`config.mk`:
```
export PLATFORM = sky130hd
export DESIGN_NAME = priority_sjf_aging_scheduler_flat
export DESIGN_NICKNAME = d
export VERILOG_FILES = /design/src/rtl/psas_pkg.sv /design/src/rtl/psas_if.sv /design/src/rtl/priority_sjf_aging_scheduler.sv /design/src/flat_wrapper.sv
export SDC_FILE = /design/constraint.sdc
export NUM_CORES = 2
export LEC_CHECK = 0
export ABC_CLOCK_PERIOD_IN_PS = 15500
export BUFFER_PORTS_ARGS = -buffer_cell sky130_fd_sc_hd__buf_4
export CORE_UTILIZATION = 55
export CTS_BUF_LIST = sky130_fd_sc_hd__clkbuf_4
export CTS_CLUSTER_SIZE = 14
export DETAILED_ROUTE_END_ITERATION = 12
export PLACE_DENSITY = 0.77
export SLEW_MARGIN = 20
export SYNTH_ARGS = -nofsm -noshare
export SYNTH_HDL_FRONTEND = slang
export SYNTH_SLANG_ARGS = --single-unit
```
`constraint.sdc`:
```
create_clock -name clock -period 15.5 [get_ports clock]
set_clock_uncertainty 0.15 [all_clocks]
set_input_delay 0.775 -clock clock [delete_from_list [all_inputs] [get_ports clock]]
set_output_delay 0.775 -clock clock [all_outputs]
set_load 0.02 [all_outputs]
```
`src/rtl/psas_pkg.sv`:
```
// Shared types and constants for the priority/SJF aging scheduler.
// No dependencies.
`default_nettype none

package psas_pkg;

   localparam int MaxTasks = 16;
   localparam int SlotW    = (MaxTasks > 1) ? $clog2(MaxTasks) : 1;
   localparam int CntW     = $clog2(MaxTasks + 1);

   localparam int CsrIdxW  = 2;
   localparam int CsrDataW = 16;

   typedef logic [7:0]  ident_type;
   typedef logic [15:0] time_type;
   typedef logic [3:0]  prio_type;
   typedef logic [3:0]  slot_field_type;
   typedef logic [SlotW-1:0] slot_idx_type;
   typedef logic [CntW-1:0]  count_type;
   typedef logic [CsrIdxW-1:0] csr_idx_type;

   localparam logic OP_LOAD = 1'b0;
   localparam logic OP_TICK = 1'b1;

   localparam csr_idx_type CSR_AGE_LIMIT   = 2'd0;
   localparam csr_idx_type CSR_AGING_BOOST = 2'd1;

   localparam time_type RST_AGE_LIMIT   = 16'd15;
   localparam prio_type RST_AGING_BOOST = 4'd1;
   localparam time_type TIME_MAX        = 16'hFFFF;

   typedef struct packed {
      ident_type ident;
      time_type  arrival;
      time_type  remaining;
      prio_type  prio;
      time_type  wait_mark;
   } slot_rec_type;

   typedef struct packed {
      time_type       tick_time;
      logic           idle;
      slot_field_type running_slot;
      ident_type      running_id;
      logic           context_switch;
      logic           first_run;
      logic           finished;
      time_type       finish_tick;
      logic           all_done;
      time_type       switch_count;
   } rsp_payload_type;

   function automatic time_type sat_inc(time_type v);
      return (v == TIME_MAX) ? v : time_type'(v + 16'd1);
   endfunction

endpackage

`default_nettype wire

```
`src/rtl/psas_if.sv`:
```
// Valid/ready channel interfaces: request, result and register write.
// Depends on psas_pkg.
`default_nettype none

interface psas_req_if import psas_pkg::*; ();
   logic           valid;
   logic           ready;
   logic           opcode;
   slot_field_type slot;
   ident_type      task_id;
   time_type       arrive_at;
   time_type       burst_length;
   prio_type       initial_priority;

   modport source (output valid, opcode, slot, task_id, arrive_at, burst_length,
                   initial_priority, input ready);
   modport sink   (input valid, opcode, slot, task_id, arrive_at, burst_length,
                   initial_priority, output ready);
endinterface

interface psas_rsp_if import psas_pkg::*; ();
   logic           valid;
   logic           ready;
   time_type       tick_time;
   logic           idle;
   slot_field_type running_slot;
   ident_type      running_id;
   logic           context_switch;
   logic           first_run;
   logic           finished;
   time_type       finish_tick;
   logic           all_done;
   time_type       switch_count;

   modport source (output valid, tick_time, idle, running_slot, running_id, context_switch,
                   first_run, finished, finish_tick, all_done, switch_count,
                   input ready);
   modport sink   (input valid, tick_time, idle, running_slot, running_id, context_switch,
                   first_run, finished, finish_tick, all_done, switch_count,
                   output ready);
endinterface

interface psas_csr_if import psas_pkg::*; ();
   logic                valid;
   logic                ready;
   csr_idx_type         index;
   logic [CsrDataW-1:0] data;

   modport source (output valid, index, data, input ready);
   modport sink   (input valid, index, data, output ready);
endinterface

`default_nettype wire

```
`src/rtl/priority_sjf_aging_scheduler.sv`:
```
// Preemptive priority / shortest-remaining-time scheduler with aging.
// Depends on psas_pkg and the channel interfaces in psas_if.sv.
//
// Channels: req_ch takes load items (write one task slot) and tick items
// (advance time one unit); rsp_ch returns one result per tick, none per
// load; csr_ch writes the aging wait limit (index 0) and the aging boost
// (index 1) and is always ready.
// A load leaves the block in idle, so req_ch stays ready.
// A tick sweeps the slot store through one read port and one shared
// admit/age/compare datapath, one slot per cycle: an accept step, one scan
// step per slot, then a run step. The result becomes valid in the same cycle
// that req_ch is ready again, so a new item is taken only once the previous
// tick has run.
// The result sits in an output register, so a new item may be taken while
// it waits. If the sink still stalls when the next tick reaches its run
// cycle, that tick holds there until the output register frees.
// Reset (synchronous, active high) empties all slots, zeroes time, the
// switch count and the previous-task history, and restores the aging
// registers to 15 and 1. No clearing pass is needed.
`default_nettype none

module priority_sjf_aging_scheduler import psas_pkg::*; (
   input  wire        clock,
   input  wire        reset,
   psas_req_if.sink   req_ch,
   psas_rsp_if.source rsp_ch,
   psas_csr_if.sink   csr_ch
);

   localparam logic [1:0] ST_IDLE = 2'd0;
   localparam logic [1:0] ST_SCAN = 2'd1;
   localparam logic [1:0] ST_RUN  = 2'd2;

   logic [1:0] state_ff, state_in;
   slot_idx_type idx_ff, idx_in;

   // slot store: one write port, one registered read port
   slot_rec_type slot_mem [MaxTasks];
   slot_rec_type rd_rec_ff;
   logic         wr_en;
   slot_idx_type wr_addr;
   slot_rec_type wr_rec;
   slot_idx_type rd_addr;

   logic [MaxTasks-1:0] valid_ff, valid_in;
   logic [MaxTasks-1:0] queued_ff, queued_in;
   logic [MaxTasks-1:0] started_ff, started_in;

   logic         best_found_ff, best_found_in;
   slot_idx_type best_idx_ff, best_idx_in;
   slot_rec_type best_rec_ff, best_rec_in;
   count_type    pend_ff, pend_in;

   time_type  now_ff, now_in;
   ident_type prev_id_ff, prev_id_in;
   logic      prev_busy_ff, prev_busy_in;
   time_type  sw_total_ff, sw_total_in;
   time_type  thr_ff;
   prio_type  boost_ff;

   logic            rsp_valid_ff, rsp_valid_in;
   rsp_payload_type rsp_ff, rsp_in;

   logic req_xfer, out_free, load_ok;

   // per-slot scan datapath
   logic     s_valid, s_queued, s_adm, s_q1, s_age, s_cand, s_better, s_last;
   time_type s_mark1, s_waited;
   prio_type s_prio2;

   // run datapath
   time_type now_next, new_rem;
   logic     fin, sw;

   assign req_ch.ready = (state_ff == ST_IDLE);
   assign csr_ch.ready = 1'b1;
   assign req_xfer     = req_ch.valid && req_ch.ready;
   assign out_free     = !rsp_valid_ff || rsp_ch.ready;
   assign load_ok      = 32'(req_ch.slot) < MaxTasks;
   assign s_last       = (32'(idx_ff) == MaxTasks - 1);

   always_comb begin
      s_valid  = valid_ff[idx_ff];
      s_queued = queued_ff[idx_ff];
      s_adm    = s_valid && !s_queued && (rd_rec_ff.remaining != '0) &&
                 (rd_rec_ff.arrival <= now_ff);
      s_q1     = s_queued || s_adm;
      s_mark1  = s_adm ? now_ff : rd_rec_ff.wait_mark;
      s_waited = (now_ff >= s_mark1) ? time_type'(now_ff - s_mark1) : '0;
      s_age    = s_valid && s_q1 && (rd_rec_ff.prio > 4'd1) && (s_waited >= thr_ff);
      s_prio2  = rd_rec_ff.prio;
      if (s_age) begin
         s_prio2 = ({1'b0, rd_rec_ff.prio} > ({1'b0, boost_ff} + 5'd1)) ?
                   prio_type'(rd_rec_ff.prio - boost_ff) : 4'd1;
      end
      s_cand   = s_valid && s_q1 && (rd_rec_ff.remaining != '0);
      s_better = s_cand && (!best_found_ff || (s_prio2 < best_rec_ff.prio) ||
                 ((s_prio2 == best_rec_ff.prio) &&
                  (rd_rec_ff.remaining < best_rec_ff.remaining)));
   end

   assign now_next = sat_inc(now_ff);
   assign new_rem  = time_type'(best_rec_ff.remaining - 16'd1);
   assign fin      = (new_rem == '0);
   assign sw       = prev_busy_ff && (prev_id_ff != best_rec_ff.ident);

   always_comb begin
      state_in      = state_ff;
      idx_in        = idx_ff;
      valid_in      = valid_ff;
      queued_in     = queued_ff;
      started_in    = started_ff;
      best_found_in = best_found_ff;
      best_idx_in   = best_idx_ff;
      best_rec_in   = best_rec_ff;
      pend_in       = pend_ff;
      now_in        = now_ff;
      prev_id_in    = prev_id_ff;
      prev_busy_in  = prev_busy_ff;
      sw_total_in   = sw_total_ff;
      rsp_valid_in  = rsp_valid_ff && !rsp_ch.ready;
      rsp_in        = rsp_ff;
      wr_en         = 1'b0;
      wr_addr       = idx_ff;
      wr_rec        = rd_rec_ff;
      rd_addr       = '0;

      unique case (state_ff)
         ST_IDLE: begin
            if (req_xfer) begin
               if (req_ch.opcode == OP_LOAD) begin
                  if (load_ok) begin
                     wr_en            = 1'b1;
                     wr_addr          = slot_idx_type'(req_ch.slot);
                     wr_rec.ident     = req_ch.task_id;
                     wr_rec.arrival   = req_ch.arrive_at;
                     wr_rec.remaining = req_ch.burst_length;
                     wr_rec.prio      = req_ch.initial_priority;
                     wr_rec.wait_mark = '0;
                     valid_in[wr_addr]   = 1'b1;
                     queued_in[wr_addr]  = 1'b0;
                     started_in[wr_addr] = 1'b0;
                  end
               end else begin
                  // slot 0 is being read now; scan starts next cycle
                  idx_in        = '0;
                  best_found_in = 1'b0;
                  pend_in       = '0;
                  state_in      = ST_SCAN;
               end
            end
         end
         ST_SCAN: begin
            wr_en            = 1'b1;
            wr_rec.prio      = s_prio2;
            wr_rec.wait_mark = s_age ? now_ff : s_mark1;
            queued_in[idx_ff] = s_q1;
            if (s_valid && (rd_rec_ff.remaining != '0)) begin
               pend_in = count_type'(pend_ff + 1'b1);
            end
            if (s_better) begin
               best_found_in = 1'b1;
               best_idx_in   = idx_ff;
               best_rec_in   = wr_rec;
            end
            rd_addr = s_last ? '0 : slot_idx_type'(idx_ff + 1'b1);
            idx_in  = rd_addr;
            if (s_last) begin
               state_in = ST_RUN;
            end
         end
         ST_RUN: begin
            if (out_free) begin
               rsp_valid_in           = 1'b1;
               rsp_in                 = '0;
               rsp_in.tick_time       = now_ff;
               now_in                 = now_next;
               if (best_found_ff) begin
                  wr_en            = 1'b1;
                  wr_addr          = best_idx_ff;
                  wr_rec           = best_rec_ff;
                  wr_rec.remaining = new_rem;
                  wr_rec.wait_mark = now_next;
                  started_in[best_idx_ff] = 1'b1;
                  if (fin) begin
                     queued_in[best_idx_ff] = 1'b0;
                  end
                  if (sw) begin
                     sw_total_in = sat_inc(sw_total_ff);
                  end
                  prev_id_in   = best_rec_ff.ident;
                  prev_busy_in = 1'b1;
                  rsp_in.running_slot    = slot_field_type'(best_idx_ff);
                  rsp_in.running_id      = best_rec_ff.ident;
                  rsp_in.context_switch  = sw;
                  rsp_in.first_run       = !started_ff[best_idx_ff];
                  rsp_in.finished        = fin;
                  rsp_in.finish_tick     = fin ? now_next : '0;
                  rsp_in.all_done        = (count_type'(pend_ff - fin) == '0);
                  rsp_in.switch_count    = sw ? sat_inc(sw_total_ff) : sw_total_ff;
               end else begin
                  prev_busy_in        = 1'b0;
                  rsp_in.idle         = 1'b1;
                  rsp_in.all_done     = (pend_ff == '0);
                  rsp_in.switch_count = sw_total_ff;
               end
               state_in = ST_IDLE;
            end
         end
         default: begin
            state_in = ST_IDLE;
         end
      endcase
   end

   always_ff @(posedge clock) begin
      if (wr_en) begin
         slot_mem[wr_addr] <= wr_rec;
      end
      rd_rec_ff <= slot_mem[rd_addr];
   end

   always_ff @(posedge clock) begin
      if (reset) begin
         state_ff      <= ST_IDLE;
         idx_ff        <= '0;
         valid_ff      <= '0;
         queued_ff     <= '0;
         started_ff    <= '0;
         best_found_ff <= 1'b0;
         pend_ff       <= '0;
         now_ff        <= '0;
         prev_id_ff    <= '0;
         prev_busy_ff  <= 1'b0;
         sw_total_ff   <= '0;
         rsp_valid_ff  <= 1'b0;
      end else begin
         state_ff      <= state_in;
         idx_ff        <= idx_in;
         valid_ff      <= valid_in;
         queued_ff     <= queued_in;
         started_ff    <= started_in;
         best_found_ff <= best_found_in;
         pend_ff       <= pend_in;
         now_ff        <= now_in;
         prev_id_ff    <= prev_id_in;
         prev_busy_ff  <= prev_busy_in;
         sw_total_ff   <= sw_total_in;
         rsp_valid_ff  <= rsp_valid_in;
      end
   end

   always_ff @(posedge clock) begin
      best_idx_ff <= best_idx_in;
      best_rec_ff <= best_rec_in;
      rsp_ff      <= rsp_in;
   end

   always_ff @(posedge clock) begin
      if (reset) begin
         thr_ff   <= RST_AGE_LIMIT;
         boost_ff <= RST_AGING_BOOST;
      end else if (csr_ch.valid && csr_ch.ready) begin
         unique case (csr_ch.index)
            CSR_AGE_LIMIT:   thr_ff   <= time_type'(csr_ch.data);
            CSR_AGING_BOOST: boost_ff <= prio_type'(csr_ch.data);
            default: ;
         endcase
      end
   end

   assign rsp_ch.valid           = rsp_valid_ff;
   assign rsp_ch.tick_time       = rsp_ff.tick_time;
   assign rsp_ch.idle            = rsp_ff.idle;
   assign rsp_ch.running_slot    = rsp_ff.running_slot;
   assign rsp_ch.running_id      = rsp_ff.running_id;
   assign rsp_ch.context_switch  = rsp_ff.context_switch;
   assign rsp_ch.first_run       = rsp_ff.first_run;
   assign rsp_ch.finished        = rsp_ff.finished;
   assign rsp_ch.finish_tick     = rsp_ff.finish_tick;
   assign rsp_ch.all_done        = rsp_ff.all_done;
   assign rsp_ch.switch_count    = rsp_ff.switch_count;

endmodule

`default_nettype wire

```
`src/flat_wrapper.sv`:
```
// flat-port wrapper written by rule: the top's interface ports become plain ports
module priority_sjf_aging_scheduler_flat import psas_pkg::*;
  (clock, reset, req_ch_valid, req_ch_opcode, req_ch_slot, req_ch_task_id, req_ch_arrive_at, req_ch_burst_length, req_ch_initial_priority, req_ch_ready, rsp_ch_valid, rsp_ch_tick_time, rsp_ch_idle, rsp_ch_running_slot, rsp_ch_running_id, rsp_ch_context_switch, rsp_ch_first_run, rsp_ch_finished, rsp_ch_finish_tick, rsp_ch_all_done, rsp_ch_switch_count, rsp_ch_ready, csr_ch_valid, csr_ch_index, csr_ch_data, csr_ch_ready);
  psas_req_if req_ch_i ();
  psas_rsp_if rsp_ch_i ();
  psas_csr_if csr_ch_i ();
  input  wire clock;
  input  wire reset;
  input wire logic [$bits(req_ch_i.valid)-1:0] req_ch_valid;
  input wire logic [$bits(req_ch_i.opcode)-1:0] req_ch_opcode;
  input wire logic [$bits(req_ch_i.slot)-1:0] req_ch_slot;
  input wire logic [$bits(req_ch_i.task_id)-1:0] req_ch_task_id;
  input wire logic [$bits(req_ch_i.arrive_at)-1:0] req_ch_arrive_at;
  input wire logic [$bits(req_ch_i.burst_length)-1:0] req_ch_burst_length;
  input wire logic [$bits(req_ch_i.initial_priority)-1:0] req_ch_initial_priority;
  output wire logic [$bits(req_ch_i.ready)-1:0] req_ch_ready;
  output wire logic [$bits(rsp_ch_i.valid)-1:0] rsp_ch_valid;
  output wire logic [$bits(rsp_ch_i.tick_time)-1:0] rsp_ch_tick_time;
  output wire logic [$bits(rsp_ch_i.idle)-1:0] rsp_ch_idle;
  output wire logic [$bits(rsp_ch_i.running_slot)-1:0] rsp_ch_running_slot;
  output wire logic [$bits(rsp_ch_i.running_id)-1:0] rsp_ch_running_id;
  output wire logic [$bits(rsp_ch_i.context_switch)-1:0] rsp_ch_context_switch;
  output wire logic [$bits(rsp_ch_i.first_run)-1:0] rsp_ch_first_run;
  output wire logic [$bits(rsp_ch_i.finished)-1:0] rsp_ch_finished;
  output wire logic [$bits(rsp_ch_i.finish_tick)-1:0] rsp_ch_finish_tick;
  output wire logic [$bits(rsp_ch_i.all_done)-1:0] rsp_ch_all_done;
  output wire logic [$bits(rsp_ch_i.switch_count)-1:0] rsp_ch_switch_count;
  input wire logic [$bits(rsp_ch_i.ready)-1:0] rsp_ch_ready;
  input wire logic [$bits(csr_ch_i.valid)-1:0] csr_ch_valid;
  input wire logic [$bits(csr_ch_i.index)-1:0] csr_ch_index;
  input wire logic [$bits(csr_ch_i.data)-1:0] csr_ch_data;
  output wire logic [$bits(csr_ch_i.ready)-1:0] csr_ch_ready;
  assign req_ch_i.valid = req_ch_valid;
  assign req_ch_i.opcode = req_ch_opcode;
  assign req_ch_i.slot = req_ch_slot;
  assign req_ch_i.task_id = req_ch_task_id;
  assign req_ch_i.arrive_at = req_ch_arrive_at;
  assign req_ch_i.burst_length = req_ch_burst_length;
  assign req_ch_i.initial_priority = req_ch_initial_priority;
  assign req_ch_ready = req_ch_i.ready;
  assign rsp_ch_valid = rsp_ch_i.valid;
  assign rsp_ch_tick_time = rsp_ch_i.tick_time;
  assign rsp_ch_idle = rsp_ch_i.idle;
  assign rsp_ch_running_slot = rsp_ch_i.running_slot;
  assign rsp_ch_running_id = rsp_ch_i.running_id;
  assign rsp_ch_context_switch = rsp_ch_i.context_switch;
  assign rsp_ch_first_run = rsp_ch_i.first_run;
  assign rsp_ch_finished = rsp_ch_i.finished;
  assign rsp_ch_finish_tick = rsp_ch_i.finish_tick;
  assign rsp_ch_all_done = rsp_ch_i.all_done;
  assign rsp_ch_switch_count = rsp_ch_i.switch_count;
  assign rsp_ch_i.ready = rsp_ch_ready;
  assign csr_ch_i.valid = csr_ch_valid;
  assign csr_ch_i.index = csr_ch_index;
  assign csr_ch_i.data = csr_ch_data;
  assign csr_ch_ready = csr_ch_i.ready;
  priority_sjf_aging_scheduler u_core (.clock(clock), .reset(reset), .req_ch(req_ch_i), .rsp_ch(rsp_ch_i), .csr_ch(csr_ch_i));
endmodule
```
Word-level counts from Yosys, hierarchy flattened

Memory sizes are Yosys's and may differ from the RTL's. A register that Yosys moved wholly into a read port is not among the register bits.
Index checks and enable logic that the tools add are counted.

Add/sub/neg operators: 9
$lt $le $gt $ge: 13
Equal/unequal tests: 17
Mux-type cells: 72
Bitwise logic cells: 8
Reductions and logical operators: 47

Operators with widths:

| operator                                                             | number |
|---|---|
| 16-bit 2-to-1 mux                                                    | 15 |
| 60-bit 2-to-1 mux                                                    | 4 |
| 40-bit case mux with 2 select lines                                  | 1 |
| 20-bit case mux with 3 select lines                                  | 1 |
| 16-bit bitwise AND                                                   | 3 |
| 16-bit case mux with 3 select lines                                  | 1 |
| 4-bit 2-to-1 mux                                                     | 10 |
| 16-bit by 1-bit adder with 16-bit output, second input constant      | 2 |
| 16-bit equality test, second input constant                          | 2 |
| 16-bit greater-or-equal comparator                                   | 2 |
| 16-bit inverter                                                      | 2 |
| 16-bit bitwise OR                                                    | 2 |
| 16-bit case mux with 2 select lines                                  | 1 |
| 1-bit 2-to-1 mux                                                     | 18 |
| 17-bit 2-to-1 mux                                                    | 1 |
| 16-bit bitwise mux                                                   | 1 |
| 16-bit <= comparator                                                 | 1 |
| 1-bit logical AND                                                    | 16 |
| 16-bit zero test                                                     | 1 |
| 16-bit < comparator                                                  | 1 |
| 4-bit case mux with 2 select lines                                   | 2 |
| 16-bit nonzero test                                                  | 1 |
| 16-bit by 1-bit subtractor with 16-bit output, second input constant | 1 |
| 16-bit subtractor                                                    | 1 |
| 37 further kinds                                                     | 76 |

Flip-flop bits (word level): 235
RAM bits: 960
Input port bits: 72
Output and inout port bits: 68
Logic and storage cells: 196
Memories: 1

Memories:

| memory          | words | width | rd ports | clocked after memory_dff | write ports | line                               | source |
|---|---|---|---|---|---|---|---|
| u_core.slot_mem | 16    | 60    | 1        | 1                        | 1           | priority_sjf_aging_scheduler.sv:38 | `slot_rec_type slot_mem [MaxTasks];` |

Longest topological paths before layout

Depth in word-level cells: 18
Mapped depth: 38
Mapped depth without buffers: 35

Least setup slack after synthesis

OpenSTA, ideal clock, no wires.

Path kind: reg-to-reg
Start: register u_core.now_ff[3]
End: register u_core.best_idx_ff[0], enable pin
Library setup time: 0.411 ns
Arrival time: 8.572 ns
Required time: 14.939 ns
Path slack: 6.367 ns
Stages on the path, launching flop included: 37
Buffers on the path: 3
Clock period less this slack: 9.133 ns
Cells stage by stage: dfxtp_1 -> clkbuf_1 -> inv_1 -> ha_1 -> a21oi_1 -> a2111oi_0 -> nor4b_1 -> o2111ai_2 -> clkbuf_1 -> nand2_1 -> o21ai_0 -> ha_1 -> fa_1 -> nand2b_1 -> a21oi_1 -> o21ai_0 -> a21oi_1 -> a221oi_1 -> o21ai_0 -> o221ai_1 -> clkbuf_1 -> nor2_1 -> ha_1 -> a211o_1 -> nand2_1 -> a22oi_1 -> a311oi_1 -> or3b_2 -> a21oi_2 -> o21ai_0 -> a22o_1 -> ha_1 -> nand4_1 -> a2111oi_0 -> nand3_1 -> o21ai_0 -> and3_1

Longest elaborated chain between the ends: 13
Elaborated cells on any way between the ends: 20
Those cells by class: add/sub: 1; order compare: 4; eq/ne: 1; mux: 3; reduce/logical: 11

RTL lines:

| what                                                                    | line                                                                   | source |
|---|---|---|
| start, declared                                                         | priority_sjf_aging_scheduler.sv:54                                     | `time_type now_ff, now_in;` |
| start signal, assigned                                                  | priority_sjf_aging_scheduler.sv:245                                    | `now_ff <= now_in;` |
| 16-bit <= comparator                                                    | priority_sjf_aging_scheduler.sv:86                                     | `(rd_rec_ff.arrival <= now_ff);` |
| 1-bit logical AND                                                       | priority_sjf_aging_scheduler.sv:85                                     | `s_adm = s_valid && !s_queued && (rd_rec_ff.remaining != '0) &&` |
| 16-bit 2-to-1 mux                                                       | priority_sjf_aging_scheduler.sv:88                                     | `s_mark1 = s_adm ? now_ff : rd_rec_ff.wait_mark;` |
| 16-bit subtractor or 16-bit greater-or-equal comparator (tied branches) | priority_sjf_aging_scheduler.sv:89                                     | `s_waited = (now_ff >= s_mark1) ? time_type'(now_ff - s_mark1) : '0;` |
| 16-bit 2-to-1 mux                                                       | priority_sjf_aging_scheduler.sv:89                                     |  |
| 16-bit greater-or-equal comparator                                      | priority_sjf_aging_scheduler.sv:90                                     | `s_age = s_valid && s_q1 && (rd_rec_ff.prio > 4'd1) && (s_waited >= thr_ff);` |
| 1-bit logical AND (*)                                                   | priority_sjf_aging_scheduler.sv:90                                     |  |
| 4-bit 2-to-1 mux (*)                                                    | priority_sjf_aging_scheduler.sv:92                                     | `if (s_age) begin` |
| via u_core.s_prio2[3]                                                   | priority_sjf_aging_scheduler.sv:69                                     | `prio_type s_prio2;` |
| 4-bit < comparator or 4-bit equality test (tied branches)               | priority_sjf_aging_scheduler.sv:97, priority_sjf_aging_scheduler.sv:98 |  |
| 1-bit logical OR or 1-bit logical AND (tied branches)                   | priority_sjf_aging_scheduler.sv:97, priority_sjf_aging_scheduler.sv:98 |  |
| 1-bit logical OR (*)                                                    | priority_sjf_aging_scheduler.sv:97                                     | `s_better = s_cand && (!best_found_ff \|\| (s_prio2 < best_rec_ff.prio) \|\|` |
| 1-bit logical AND (*)                                                   | priority_sjf_aging_scheduler.sv:97                                     |  |
| 2-bit AND reduction (no source line) (*)                                | -                                                                      |  |
| end signal, assigned                                                    | priority_sjf_aging_scheduler.sv:254                                    | `best_idx_ff <= best_idx_in;` |
| end, declared                                                           | priority_sjf_aging_scheduler.sv:50                                     | `slot_idx_type best_idx_ff, best_idx_in;` |

Mark *: on every way through the listed nets, which the timed path passes. The rest lies on a longest branch.
A chain may end at the register's enable or synchronous reset.

Worst setup path in the final report

Start: register u_core.now_ff[3]
End: register u_core.best_rec_ff[34] in the netlist's numbering, enable pin

Longest elaborated chain between the ends: 13
Elaborated cells on any way between the ends: 20
Those cells by class: add/sub: 1; order compare: 4; eq/ne: 1; mux: 3; reduce/logical: 11

RTL lines:

| what                                                                    | line                                                                   | source |
|---|---|---|
| 16-bit <= comparator                                                    | priority_sjf_aging_scheduler.sv:86                                     |  |
| 1-bit logical AND                                                       | priority_sjf_aging_scheduler.sv:85                                     |  |
| 16-bit 2-to-1 mux                                                       | priority_sjf_aging_scheduler.sv:88                                     |  |
| 16-bit subtractor or 16-bit greater-or-equal comparator (tied branches) | priority_sjf_aging_scheduler.sv:89                                     |  |
| 16-bit 2-to-1 mux                                                       | priority_sjf_aging_scheduler.sv:89                                     |  |
| 16-bit greater-or-equal comparator                                      | priority_sjf_aging_scheduler.sv:90                                     |  |
| 1-bit logical AND (*)                                                   | priority_sjf_aging_scheduler.sv:90                                     |  |
| 4-bit 2-to-1 mux (*)                                                    | priority_sjf_aging_scheduler.sv:92                                     |  |
| via u_core.s_prio2[3]                                                   | priority_sjf_aging_scheduler.sv:69                                     |  |
| 4-bit < comparator or 4-bit equality test (tied branches)               | priority_sjf_aging_scheduler.sv:97, priority_sjf_aging_scheduler.sv:98 |  |
| 1-bit logical OR or 1-bit logical AND (tied branches)                   | priority_sjf_aging_scheduler.sv:97, priority_sjf_aging_scheduler.sv:98 |  |
| 1-bit logical OR (*)                                                    | priority_sjf_aging_scheduler.sv:97                                     |  |
| 1-bit logical AND (*)                                                   | priority_sjf_aging_scheduler.sv:97                                     |  |
| 2-bit AND reduction (no source line) (*)                                | -                                                                      |  |
| end signal, assigned                                                    | priority_sjf_aging_scheduler.sv:255                                    | `best_rec_ff <= best_rec_in;` |
| end, declared                                                           | priority_sjf_aging_scheduler.sv:51                                     | `slot_rec_type best_rec_ff, best_rec_in;` |

Marked as above.

==> summary.md <==
| Metric | Value |
|---|---|
| Final WL | `134 mm` |
| Finished Core Util | `63.2%` |
| Die Height | `309 um` |
| Post-route DRC | `0` |
| Die area | `95,600 sq um` |
| PortBufs | `138` |
| Routed Antenna Nets | `0` |
| Slew Limit Headroom | `16.2%` |
| RSZ-0062 raised after global routing | `no` |
| Postcts setup bufs | `0` |
| Chip Width | `309 um` |
| R2R cell count | `36` |
| WL/cell | `25.9 um` |
| Most Frequent Cell on Critical Path | `o21ai_0` |
| Initial DRT Pass Iterations | `9` |
| Main synth FF type | `edfxtp_1` |
| First-iteration detailed-routing DRC count | `3,887` |
| Setup TNS | `0 ns` |
| Cell taking the most area after synthesis | `edfxtp_1` |
| CTS tree | `yes` |
| Area delta synth->final | `13.6%` |
| GRT Total Usage | `28.4%` |
| CP required | `16.11 ns` |
| Area of the mapped netlist | `51,900 sq um` |
| First-pass GRT wire length | `198 mm` |
| Hold_buf cts | `49` |
| Clock Tree Root | `clkbuf_4` |
| Placed wire-length estimate | `77.1 mm` |
| Via-per-instance ratio | `6.19` |
| Placed cell areas | `54,400 sq um` |
| CP Max Fanout | `34` |
| Slowest-stage cell, CP | `nor4b_1` |
| RR Startpoint | `u_core.now_ff[3]` |
| Pin count of the biggest net entering global routing | `139` |
| Synth top cells by count | `edfxtp_1 (1,073), nand2_1 (296), mux4_2 (249), nor2_1 (207), dfxtp_1 (182)` |
| WHS Endpoint | `u_core.slot_mem[15][40]` |
| Detailed-route via count | `32,000` |
| Final min period | `10.50 ns` |
| Synthesized area per cell | `15.9 sq um` |
| Max rail drop VDD | `0.0900 mV` |
| Final hold violation count | `0` |
| Slowest cell delay on critical path | `0.73 ns` |
| Place WS | `5.36 ns` |
| Boundary pin count | `140` |
| Clock transition at the registers of the reported paths | `0.07 ns` |
| Status | `finished, final reports clean` |
| Setup slack after layout | `5.00 ns` |
| Post-CTS Resized | `0` |
| Final worst-path cycle share | `67.8%` |
| Worst min-delay path class | `primary input to register` |
| Unique masters post-synth | `74` |
| Area share of the largest cell type after synthesis | `62.1%` |
| R2r setup slk | `5.00 ns` |
| Post-Syn Instances | `3,273` |
| Crit path kind | `register to register` |
| Final Max Slew Viols | `0` |
| Setup crit start kind | `register` |
| Post-Syn Nets | `3,433` |
| Count leader, synth | `edfxtp_1` |
| Critical path data arrival time | `11.11 ns` |
| Clock Sinks | `1,255` |
| Htree depth | `5` |
| Pwr dens | `121 nW/um^2` |
| Setup Viol. Count Final | `0` |
| Yosys Warn Count | `0` |
| FILL cells | `6,671` |
| Hold depth | `3` |
| Core footprint | `93,300 sq um` |
| Post-synthesis sequential area ratio | `69.1%` |
| CTS Buf Count | `325` |
| R2r endpoint | `u_core.best_rec_ff[34]` |
| Peak Freq | `0.0952 GHz` |
| Overall power | `7.11 mW` |
| Floorplan row count | `112` |
| Initial core utilization | `55.6%` |
| Register bit total from synthesis | `1,255` |
| Post-synth EDFFs | `1,073` |
| Vias in the first global route | `32,100` |
| Gr ovfl total | `0` |
| Static leakage power | `20.1 nW` |
| Top cells by area, synth | `edfxtp_1 (62%), mux4_2 (11%), dfxtp_1 (7.0%)` |
| Antenna violations before repair | `5` |
| Fraction of layout cells with a size suffix above 1 | `25.9%` |
| CTS max path bufs | `4` |
| Final instance area | `59,000 sq um` |
| Max-Cap Viols | `0` |
| Async S/R FF share, synth | `0%` |
| Hold Crit Start | `req_ch_arrive_at[4]` |
| Slew @ Worst Pin | `1.25 ns` |
| RePlAce Congestion | `0.941` |
| Final nets | `3,834` |
| Clock latency on the worst-skew pair | `1.19 ns` |
| Critical Path End Type | `register` |
[layout by cell type (no fill, tap or decap), drive strengths merged, types with 9 or more instances in the layout]
cell type,instances
edfxtp,1073
clkbuf,475
nand2,296
mux4,249
nor2,207
buf,195
dfxtp,182
a21oi,134
inv,99
a211oi,89
ha,86
clkinv,80
and2,78
a31oi,65
nand3,58
dlygate4sd3,49
xnor2,48
o21ai,40
nor3,35
xor2,34
a222oi,27
nand2b,25
nand4,24
mux2i,21
a22oi,20
nor2b,19
nor4,17
o221ai,17
a221o,16
and3,15
a21o,14
o31ai,13
diode,10
mux2,9
or3,9
or2,9
[critical path: cells and delay by family (launching register included)]
family | cells | cell delay (ns)
compound gates | 18 | 3.77
simple gates | 9 | 2.72
fa+ha+maj | 5 | 1.59
buf+inv | 4 | 1.19
flops | 1 | 0.59
[routing by layer]
layer	track usage (%)	vias to the layer above	part of all wire, %
li1	-	13800	-
met1	38.6	15900	39
met2	43.3	1983	46
met3	7.30	295	11
met4	13.0	0	3.7
met5	0	-	0
[metrics by stage]
step | instances | hold slack, ns
final | 5168 | 0.115
after floorplan | 3273 | 0.259
after global routing | 5166 | 0.0638
after detailed placement | 4552 | 0.272
after CTS | 5158 | 0.00615
after global placement | 4552 | 0.271
[registers in the layout, summed over array words and instances, names as in the netlist, 2 cells and up]
signal,count
u_core.valid_ff,16
u_core.started_ff,16
u_core.idx_ff,4
u_core.state_ff,2
u_core.best_idx_ff,4
u_core.rsp_ch.running_slot,4
u_core.prev_id_ff,8
u_core.pend_ff,5
u_core.rsp_ch.switch_count,16
u_core.best_rec_ff,44
u_core.thr_ff,16
u_core.sw_total_ff,16
u_core.rd_rec_ff,60
u_core.rsp_ch.running_id,8
u_core.rsp_ch.tick_time,16
u_core.slot_mem,960
u_core.rsp_ch.finish_tick,16
u_core.queued_ff,16
u_core.boost_ff,4
u_core.now_ff,16
[how the worst max path moves through the flow]
stage                                 from                     end  cells after the start
after floorplan           u_core.now_ff[3]   u_core.best_idx_ff[0]                     36
after global placement    u_core.now_ff[9]  u_core.best_rec_ff[20]                     37
after detailed placement  u_core.now_ff[9]  u_core.best_rec_ff[21]                     37
after CTS                 u_core.now_ff[3]  u_core.best_rec_ff[34]                     36
after global routing      u_core.now_ff[3]  u_core.best_rec_ff[34]                     36
final                     u_core.now_ff[3]  u_core.best_rec_ff[34]                     36
[power by group]
group	total (mW)	internal (mW)	switching (mW)
registers	3.86	3.81	0.0425
clock network	2.75	1.45	1.30
logic	0.513	0.188	0.324
[layout make-up]
type                            count  area, sq um  area share, %
Tap cell                         1254         1570           2.66
Clock buffer                      475         3570           6.05
Timing Repair Buffer              244         1980           3.36
Clock inverter                     82          410          0.696
Antenna cell                       10         25.0         0.0424
Inverter                          101          380          0.645
Multi-Input combinational cell   1747        15200           25.7
Sequential cell                  1255        35900           60.8
[cell families (layout without fill, tap and decap cells)]
logic type	Yosys count	count (layout)	synth area share [%]
simple gates	811	811	7.25
xor+xnor	82	82	1.38
flops	1255	1255	69.1
buf+inv	271	902	2.07
mux	279	279	11.4
compound gates	486	486	6.61
other cells	1	11	0.00723
fa+ha+maj	88	88	2.15
(Power assumes the default switching activity.)
